==> config.mk <==
export PLATFORM = sky130hd
export DESIGN_NAME = fisr_sub_stage
export DESIGN_NICKNAME = d
export VERILOG_FILES = /design/src/rtl/core/fast_inverse_square_root_macros.svh /design/src/rtl/core/fisr_pkg.sv /design/src/rtl/core/fisr_sub_stage.sv
export SDC_FILE = /design/constraint.sdc
export NUM_CORES = 1
export LEC_CHECK = 0
export ABC_AREA = 1
export ABC_CLOCK_PERIOD_IN_PS = 4300
export BUFFER_PORTS_ARGS = -buffer_cell sky130_fd_sc_hd__buf_2
export CAP_MARGIN = 20
export CORE_AREA = 3 3 151 153
export DETAILED_ROUTE_END_ITERATION = 10
export DIE_AREA = 0 0 154 156
export PLACE_DENSITY = 0.87
export SLEW_MARGIN = 10
export SYNTH_ARGS = -nofsm -noshare
export SYNTH_HDL_FRONTEND = slang
export SYNTH_SLANG_ARGS = --single-unit
==> constraint.sdc <==
create_clock -name clk -period 4.3 [get_ports clk]
set_clock_uncertainty 0.2 [all_clocks]
set_input_delay 0.645 -clock clk [delete_from_list [all_inputs] [get_ports clk]]
set_output_delay 0.645 -clock clk [all_outputs]
set_load 0.02 [all_outputs]
==> src/rtl/core/fast_inverse_square_root_macros.svh <==
// ---------------------------------------------------------------------------
// fast_inverse_square_root_macros
// assertion shorthands shared by the inverse square root pipeline
// ---------------------------------------------------------------------------
`ifndef FAST_INVERSE_SQUARE_ROOT_MACROS_SVH
`define FAST_INVERSE_SQUARE_ROOT_MACROS_SVH

// same-cycle implication, checked out of reset
`define FISR_ASSERT(lbl, ante, cons) \
    lbl: assert property (@(posedge clk) disable iff (!rst_n) (ante) |-> (cons)) \
        else $error("fisr check failed");

// next-cycle implication, checked out of reset
`define FISR_ASSERT_NEXT(lbl, ante, cons) \
    lbl: assert property (@(posedge clk) disable iff (!rst_n) (ante) |=> (cons)) \
        else $error("fisr check failed");

`endif

==> src/rtl/core/fisr_pkg.sv <==
// ---------------------------------------------------------------------------
// fisr_pkg
// shared types and single-precision arithmetic for the inverse square root
// ---------------------------------------------------------------------------
`timescale 1ns / 1ps
`default_nettype none

package fisr_pkg;

    localparam logic [31:0] SEED_MAGIC = 32'h5f375a86;
    localparam logic [31:0] QNAN       = 32'h7fc00000;
    localparam logic [31:0] HALF       = 32'h3f000000;
    localparam logic [31:0] THREE_HALF = 32'h3fc00000;

    // operands into a multiply stage, seed rides along
    typedef struct packed {
        logic [31:0] a;
        logic [31:0] b;
        logic [31:0] seed;
    } mul_ops_t;

    // value leaving a stage, seed rides along
    typedef struct packed {
        logic [31:0] val;
        logic [31:0] seed;
    } pipe_t;

    // single-precision multiply, round to nearest even, gradual underflow
    function automatic logic [31:0] fmul(input logic [31:0] a, input logic [31:0] b);
        logic               sgn;
        logic [7:0]         ea;
        logic [7:0]         eb;
        logic [7:0]         eav;
        logic [7:0]         ebv;
        logic [23:0]        ma;
        logic [23:0]        mb;
        logic [47:0]        p;
        logic [5:0]         lz;
        logic               found;
        logic signed [10:0] er;
        logic signed [10:0] shs;
        logic [5:0]         sh;
        logic [95:0]        ext;
        logic [47:0]        kept;
        logic               stk;
        logic               inc;
        logic [7:0]         field;
        logic [31:0]        body;
        logic               a_nan;
        logic               b_nan;
        logic               a_inf;
        logic               b_inf;
        logic               a_zero;
        logic               b_zero;
        sgn    = a[31] ^ b[31];
        ea     = a[30:23];
        eb     = b[30:23];
        a_nan  = (ea == 8'hff) && (a[22:0] != 23'd0);
        b_nan  = (eb == 8'hff) && (b[22:0] != 23'd0);
        a_inf  = (ea == 8'hff) && (a[22:0] == 23'd0);
        b_inf  = (eb == 8'hff) && (b[22:0] == 23'd0);
        a_zero = (a[30:0] == 31'd0);
        b_zero = (b[30:0] == 31'd0);
        if (a_nan || b_nan || (a_inf && b_zero) || (b_inf && a_zero))
        begin
            return QNAN;
        end
        if (a_inf || b_inf)
        begin
            return {sgn, 8'hff, 23'd0};
        end
        if (a_zero || b_zero)
        begin
            return {sgn, 31'd0};
        end
        ma  = {(ea != 8'd0), a[22:0]};
        mb  = {(eb != 8'd0), b[22:0]};
        eav = (ea == 8'd0) ? 8'd1 : ea;
        ebv = (eb == 8'd0) ? 8'd1 : eb;
        p   = ma * mb;
        // leading zero count of the product
        lz    = 6'd0;
        found = 1'b0;
        for (int i = 47; i >= 0; i--)
        begin
            if (!found && p[i])
            begin
                lz    = 6'(47 - i);
                found = 1'b1;
            end
        end
        p  = p << lz;
        er = $signed({3'b000, eav}) + $signed({3'b000, ebv}) - 11'sd126
             - $signed({5'b00000, lz});
        if (er >= 11'sd255)
        begin
            return {sgn, 8'hff, 23'd0};
        end
        if (er <= 11'sd0)
        begin
            // subnormal result, shift right with sticky
            shs   = 11'sd1 - er;
            sh    = (shs > 11'sd48) ? 6'd48 : shs[5:0];
            ext   = {p, 48'd0} >> sh;
            kept  = ext[95:48];
            stk   = |ext[47:0];
            field = 8'd0;
        end
        else
        begin
            kept  = p;
            stk   = 1'b0;
            field = er[7:0];
        end
        stk  = stk | (|kept[22:0]);
        inc  = kept[23] & (stk | kept[24]);
        body = {1'b0, field, kept[46:24]} + {31'd0, inc};
        return {sgn, body[30:0]};
    endfunction

    // single-precision add, round to nearest even, gradual underflow
    function automatic logic [31:0] fadd(input logic [31:0] a, input logic [31:0] b);
        logic [31:0] big;
        logic [31:0] sml;
        logic        sgn;
        logic        sub;
        logic [7:0]  eb;
        logic [7:0]  es;
        logic [7:0]  d;
        logic [4:0]  dc;
        logic [26:0] am;
        logic [26:0] bx;
        logic [53:0] ext;
        logic [26:0] bm;
        logic [27:0] s;
        logic [26:0] n;
        logic [8:0]  e;
        logic [4:0]  lz;
        logic        found;
        logic [8:0]  lim;
        logic [8:0]  sh;
        logic [7:0]  field;
        logic        inc;
        logic [31:0] body;
        logic        a_nan;
        logic        b_nan;
        logic        a_inf;
        logic        b_inf;
        a_nan = (a[30:23] == 8'hff) && (a[22:0] != 23'd0);
        b_nan = (b[30:23] == 8'hff) && (b[22:0] != 23'd0);
        a_inf = (a[30:23] == 8'hff) && (a[22:0] == 23'd0);
        b_inf = (b[30:23] == 8'hff) && (b[22:0] == 23'd0);
        if (a_nan || b_nan || (a_inf && b_inf && (a[31] != b[31])))
        begin
            return QNAN;
        end
        if (a_inf)
        begin
            return a;
        end
        if (b_inf)
        begin
            return b;
        end
        if ((a[30:0] == 31'd0) && (b[30:0] == 31'd0))
        begin
            return {a[31] & b[31], 31'd0};
        end
        if (a[30:0] == 31'd0)
        begin
            return b;
        end
        if (b[30:0] == 31'd0)
        begin
            return a;
        end
        // larger magnitude first
        if (b[30:0] > a[30:0])
        begin
            big = b;
            sml = a;
        end
        else
        begin
            big = a;
            sml = b;
        end
        sgn = big[31];
        sub = a[31] ^ b[31];
        eb  = (big[30:23] == 8'd0) ? 8'd1 : big[30:23];
        es  = (sml[30:23] == 8'd0) ? 8'd1 : sml[30:23];
        d   = eb - es;
        dc  = (d > 8'd27) ? 5'd27 : d[4:0];
        am  = {(big[30:23] != 8'd0), big[22:0], 3'b000};
        bx  = {(sml[30:23] != 8'd0), sml[22:0], 3'b000};
        // align smaller operand with sticky
        ext = {bx, 27'd0} >> dc;
        bm  = ext[53:27] | {26'd0, |ext[26:0]};
        s   = sub ? ({1'b0, am} - {1'b0, bm}) : ({1'b0, am} + {1'b0, bm});
        if (s == 28'd0)
        begin
            return 32'd0;
        end
        e = {1'b0, eb};
        if (s[27])
        begin
            n = s[27:1] | {26'd0, s[0]};
            e = e + 9'd1;
        end
        else
        begin
            n = s[26:0];
        end
        // normalize left, stopping at the subnormal boundary
        lz    = 5'd0;
        found = 1'b0;
        for (int i = 26; i >= 0; i--)
        begin
            if (!found && n[i])
            begin
                lz    = 5'(26 - i);
                found = 1'b1;
            end
        end
        lim = e - 9'd1;
        sh  = ({4'd0, lz} < lim) ? {4'd0, lz} : lim;
        n   = n << sh;
        e   = e - sh;
        if (e >= 9'd255)
        begin
            return {sgn, 8'hff, 23'd0};
        end
        field = n[26] ? e[7:0] : 8'd0;
        inc   = n[2] & (n[1] | n[0] | n[3]);
        body  = {1'b0, field, n[25:3]} + {31'd0, inc};
        return {sgn, body[30:0]};
    endfunction

endpackage

`default_nettype wire

==> src/rtl/core/fisr_sub_stage.sv <==
// ---------------------------------------------------------------------------
// fisr_sub_stage
// registered 1.5 - t in single precision with valid and backpressure
// ---------------------------------------------------------------------------
`timescale 1ns / 1ps
`default_nettype none

module fisr_sub_stage
    import fisr_pkg::*;
(
    input  wire logic  clk,
    input  wire logic  rst_n,
    input  wire logic  in_valid,
    output logic       in_ready,
    input  wire pipe_t in_data,
    output logic       out_valid,
    input  wire logic  out_ready,
    output pipe_t      out_data
);

    logic  valid_reg;
    pipe_t data_reg;
    pipe_t data_next;

    assign in_ready = !valid_reg || out_ready;

    // subtract by adding the negated operand
    always_comb
    begin
        data_next.val  = fadd(THREE_HALF, {~in_data.val[31], in_data.val[30:0]});
        data_next.seed = in_data.seed;
    end

    always_ff @(posedge clk or negedge rst_n)
    begin
        if (!rst_n)
        begin
            valid_reg <= 1'b0;
        end
        else if (in_ready)
        begin
            valid_reg <= in_valid;
        end
    end

    always_ff @(posedge clk)
    begin
        if (in_ready && in_valid)
        begin
            data_reg <= data_next;
        end
    end

    assign out_valid = valid_reg;
    assign out_data  = data_reg;

endmodule

`default_nettype wire
==> results of run 1 <==
-- synthesized netlist by cell type, types with 2 or more instances --
master / count / area share
a31oi_1: 6 / 0.0031
o2111ai_1: 2 / 0.0015
inv_2: 8 / 0.0025
and3_1: 4 / 0.0021
and2_1: 2 / 0.0010
nor3_2: 8 / 0.0066
buf_4: 7 / 0.0044
buf_1: 3 / 0.00093
nand3_2: 13 / 0.011
fa_1: 3 / 0.0050
clkbuf_1: 37 / 0.012
xor2_1: 23 / 0.017
o21bai_1: 5 / 0.0031
nor4_1: 9 / 0.0047
nor2_2: 13 / 0.0067
o21ai_1: 12 / 0.0050
nor2_1: 231 / 0.072
o311ai_0: 2 / 0.0015
clkinv_1: 4 / 0.0012
ha_1: 63 / 0.065
o211ai_1: 3 / 0.0019
o21ai_0: 69 / 0.029
o21a_1: 6 / 0.0037
nand2_4: 3 / 0.0028
nand2_1: 642 / 0.20
a211oi_1: 5 / 0.0031
edfxtp_1: 64 / 0.16
a41oi_1: 3 / 0.0022
a21oi_1: 81 / 0.034
inv_1: 267 / 0.083
buf_6: 8 / 0.0075
nand2_2: 15 / 0.0078
o31ai_1: 3 / 0.0019
nor3_1: 30 / 0.012
buf_2: 30 / 0.012
o221ai_1: 2 / 0.0015
nand3_1: 401 / 0.17
xnor2_1: 8 / 0.0058
or2_2: 5 / 0.0026
a21o_1: 6 / 0.0037
nand4_1: 33 / 0.017
-- metal layers --
layer	track usage	overflow
met3	0.700	11
met5	0.411	0
met4	0.974	264
met2	1.10	782
met1	0.813	21
-- what timing repair did --
action / CTS
cloned: 3
setup endpoints to repair: 32
buffers inserted: 79
gates resized for setup: 216
hold buffers: 1
pin swaps: 65
endpoints found under the hold margin: 1
-- per-stage QoR --
stage	worst slack, ps	hold WS [ps]
after CTS	-5800	279
after detailed placement	-6980	224
after global placement	-6080	219
after floorplan	-5430	149
-- kinds of logic after synthesis --
logic type      count (synthesis)  share of synthesized area
simple gates                 1418                      0.521
buf+inv                       367                      0.125
compound gates                212                     0.0997
fa+ha+maj                      66                     0.0703
flops                          65                      0.161
xor+xnor                       31                     0.0225
other cells                     1                   0.000311
==> impl_metrics.json, run 1 <==
{
  "error_line": "[ERROR GRT-0116] Global routing finished with congestion. Check the congestion regions in the DRC Viewer.",
  "netlist-cell-type-count": 62,
  "hpwl_um": 43300,
  "grt_pass1_wl_um": 167000,
  "die_height_um": 156,
  "ys_seq_elements": 65,
  "start_util": 0.556,
  "synthArstFlopShare": 0.0154,
  "overflow": 1078,
  "syn_inst": 2160,
  "yosys_warnings": 0,
  "cts_root_buffer": "clkbuf_16",
  "gp_congestion": 1.15,
  "grt_pass1_vias": 26448,
  "port_buffers": 133,
  "stop_stage": "5_1_grt",
  "status": "did not finish",
  "clockBufferDepth": 2,
  "ios": 134,
  "dieWidth_um": 154,
  "clock-sinks": 65,
  "placed_cell_area_sq_um": 17200,
  "htreeDepth": 3,
  "synth.avg_cell_area_sq_um": 5.58,
  "synth_area_sq_um": 12100,
  "dp.cells": 3066,
  "ys_seq_area_frac": 0.161,
  "cts_made_buffers": 9,
  "fp-row-count": 54,
  "synth_ff_type": "edfxtp_1",
  "synth_edf_count": 64,
  "grt_max_degree": 65,
  "grt.total_usage": 0.880
}
==> run 2, diff against run 1 <==
--- a/config.mk
+++ b/config.mk
@@ -6,13 +6,13 @@
 export NUM_CORES = 1
 export LEC_CHECK = 0
 export ABC_AREA = 1
-export ABC_CLOCK_PERIOD_IN_PS = 4300
+export ABC_CLOCK_PERIOD_IN_PS = 5600
 export BUFFER_PORTS_ARGS = -buffer_cell sky130_fd_sc_hd__buf_2
 export CAP_MARGIN = 20
-export CORE_AREA = 3 3 151 153
+export CORE_AREA = 3 3 178 180
 export DETAILED_ROUTE_END_ITERATION = 10
-export DIE_AREA = 0 0 154 156
-export PLACE_DENSITY = 0.87
+export DIE_AREA = 0 0 181 183
+export PLACE_DENSITY_LB_ADDON = 0.15
 export SLEW_MARGIN = 10
 export SYNTH_ARGS = -nofsm -noshare
 export SYNTH_HDL_FRONTEND = slang
==> constraint.sdc (replaced) <==
create_clock -name clk -period 5.6 [get_ports clk]
set_clock_uncertainty 0.2 [all_clocks]
set_input_delay 0.84 -clock clk [delete_from_list [all_inputs] [get_ports clk]]
set_output_delay 0.84 -clock clk [all_outputs]
set_load 0.02 [all_outputs]
==> run 2 against run 1 <==
Against the previous run:
- the flow now finishes, with violations (negative setup slack)
- synthesized area stayed put
- synthesized cell count did not move
==> impl_metrics.json, run 2 <==
{
  "status": "complete, but fails checks",
  "violations": "negative setup slack",
  "cts_tree": "built",
  "ios": 134,
  "hp-class": "input port to async pin",
  "ff2ff_path_depth": 2,
  "grt_pass1_wl_um": 84500,
  "largest_register_ffs": 64,
  "slew_viol_final": 0,
  "layout.cells.non_filler": 3341,
  "syn2layout_area_growth_pct": 70.5,
  "setup_viol": 32,
  "drc": 0,
  "cts_made_buffers": 9,
  "dp.cells": 3222,
  "r2r_start": "out_valid",
  "worst_slack_ps": -4610,
  "mostFrequentLayoutCells": "buf_4 (684), nand2_1 (574), nand3_1 (324), inv_1 (245), nor2_1 (187)",
  "cts_root_buffer": "clkbuf_16",
  "finalHoldViolCount": 0,
  "post_drt_wl_per_cell_um": 16.2,
  "hpwl_um": 42300,
  "antenna_cells": 0,
  "design_area_sq_um": 20600,
  "yosys_warnings": 0,
  "cp_max_fo": 12,
  "viasPerCell": 5.32,
  "dieWidth_um": 181,
  "core_sq_um": 30300,
  "start_util": 0.397,
  "synth_edf_count": 64,
  "yosys.area.top_type": "nand2_1",
  "clockBufferDepth": 2,
  "port_buffers": 133,
  "critical_path.most_common_cell": "buf_4",
  "clkSlewWorstSetupHoldPaths_ps": 60,
  "postCtsHoldBufs": 0,
  "period_share": 1.82,
  "clkLatencyLatePin_ps": 330,
  "drt_first_iter_violations": 1204,
  "placed_cell_area_sq_um": 17700,
  "p_leak_nw": 10.9,
  "final_common_cell": "buf_4",
  "ys_seq_elements": 65,
  "die-area_sq_um": 33100,
  "end_kind": "register",
  "period_minus_slack_ps": 10210,
  "overflow": 0,
  "power_density_nw_per_um2": 223,
  "die_height_um": 183,
  "netlist-cell-type-count": 62,
  "clock-sinks": 65,
  "syn_inst": 2160,
  "synth.avg_cell_area_sq_um": 5.58,
  "criticalPathCategory": "input port to register",
  "rsz0062_at_grt": "yes",
  "cpPeakStageDelay_ps": 350,
  "synthTopCellsByCount": "nand2_1 (642), nand3_1 (401), inv_1 (267), nor2_1 (231), a21oi_1 (81)",
  "irDropWorstVdd_uv": 196,
  "fp-row-count": 64,
  "wl_um": 54200,
  "synthArstFlopShare": 0.0154,
  "fmax_mhz": 98.0,
  "r2r-end": "out_data[5]",
  "ant_nets": 0,
  "grt.total_usage": 0.308,
  "nNetsFinal": 3074,
  "slew_headroom": 0.524,
  "synth_ff_type": "edfxtp_1",
  "drv_cap": 0,
  "gp_congestion": 0.993,
  "cpMaxStageDelayCell": "fa_2",
  "synth_top_cell_area_share": 0.200,
  "r2r_slack_ps": 3680,
  "worst_pin_slew_ps": 712,
  "dr.pass1.iters": 5,
  "grt_max_degree": 59,
  "yosysMostFrequentCell": "nand2_1",
  "antenna_found_initial": 0,
  "startpoint_type": "input port",
  "ys_top_cells_by_area": "nand2_1 (20%), nand3_1 (17%), edfxtp_1 (16%), inv_1 (8.3%), nor2_1 (7.2%)",
  "synth_area_sq_um": 12100,
  "htreeDepth": 3,
  "ys_seq_area_frac": 0.161,
  "vias": 17777,
  "arrival_ps": 10060,
  "grt_pass1_vias": 17188,
  "drive_gt1_frac": 0.421,
  "worst-endpoint-required_ps": 5460,
  "final_util": 0.678
}
==> run 2: layout make-up <==
cell class	instances	area, sq um
clock buffers	9	225
multi-input cells	1730	10200
fillers	2798	9780
flip-flops and latches	65	1950
clock inverters	7	85.1
repair buffers	853	6510
inverters	281	1090
well taps	396	495
==> run 2: worst max-delay path by stage <==
stage | from | to | slack, ps
4_1_cts | in_data[39] | out_data[59] | -4370
3_5_place_dp | in_data[52] | out_data[36] | -5640
3_3_place_gp | in_data[52] | out_data[36] | -5310
2_1_floorplan | in_data[33] | out_data[40] | -4320
6_report | in_data[52] | out_data[50] | -4610
5_1_grt | in_data[45] | out_data[59] | -5270
==> run 2: repair_timing <==
| action | CTS | global route |
|---|---|---|
| buffers inserted | 69 | 28 |
| pin swaps | 77 | 97 |
| cloned | 5 | 4 |
| setup endpoints to repair | 32 | 32 |
| gates resized for setup | 209 | 172 |
==> run 2: where the power goes <==
part,internal (W),leakage (nW),switching [W]
Sequential,0.000610,0.621,0.0000114
Combinational,0.00148,10.1,0.00190
Clock,0.000354,0.146,0.000232
==> run 2: cells by family (layout without fill, tap and decap cells) <==
kind of cell             Yosys count  count (layout)  share of synthesized area
AND/OR/NAND/NOR                 1418            1418                      0.521
adder cells (fa/ha/maj)           66              66                     0.0703
other                              1               3                   0.000311
flip-flops                        65              65                      0.161
AO/OA/AOI/OAI                    212             212                     0.0997
buffers and inverters            367            1150                      0.125
XOR/XNOR                          31              31                     0.0225
==> run 2: stage by stage <==
step	setup TNS [ps]	total power (W)	worst slack, ps	hold WS, ps
detailed placement	-174720	0.00347	-5640	382
finish	-143320	0.00459	-4610	73.6
CTS	-135640	0.00430	-4370	65.7
global route	-163730	0.00491	-5270	56.7
global placement	-163700	0.00344	-5310	354
floorplan	-133590	0.00213	-4320	344
==> run 2: routing by layer <==
metal  vias to the layer above  track usage  routed length [um]
met5                         -            0                   0
met4                         0        0.141                3070
met3                       205       0.0288                2910
met2                       683        0.575               26900
met1                      8233        0.357               21300
li1                       8656            -                   -
==> run 2: critical path: cells and delay by family <==
| family | cells | cell delay [ps] |
|---|---|---|
| AOI/OAI and AO/OA | 13 | 2070 |
| and+or+nand+nor | 38 | 4080 |
| buffers and inverters | 20 | 2130 |
| adders and majority gates | 4 | 910 |
(Power assumes the default switching activity.)
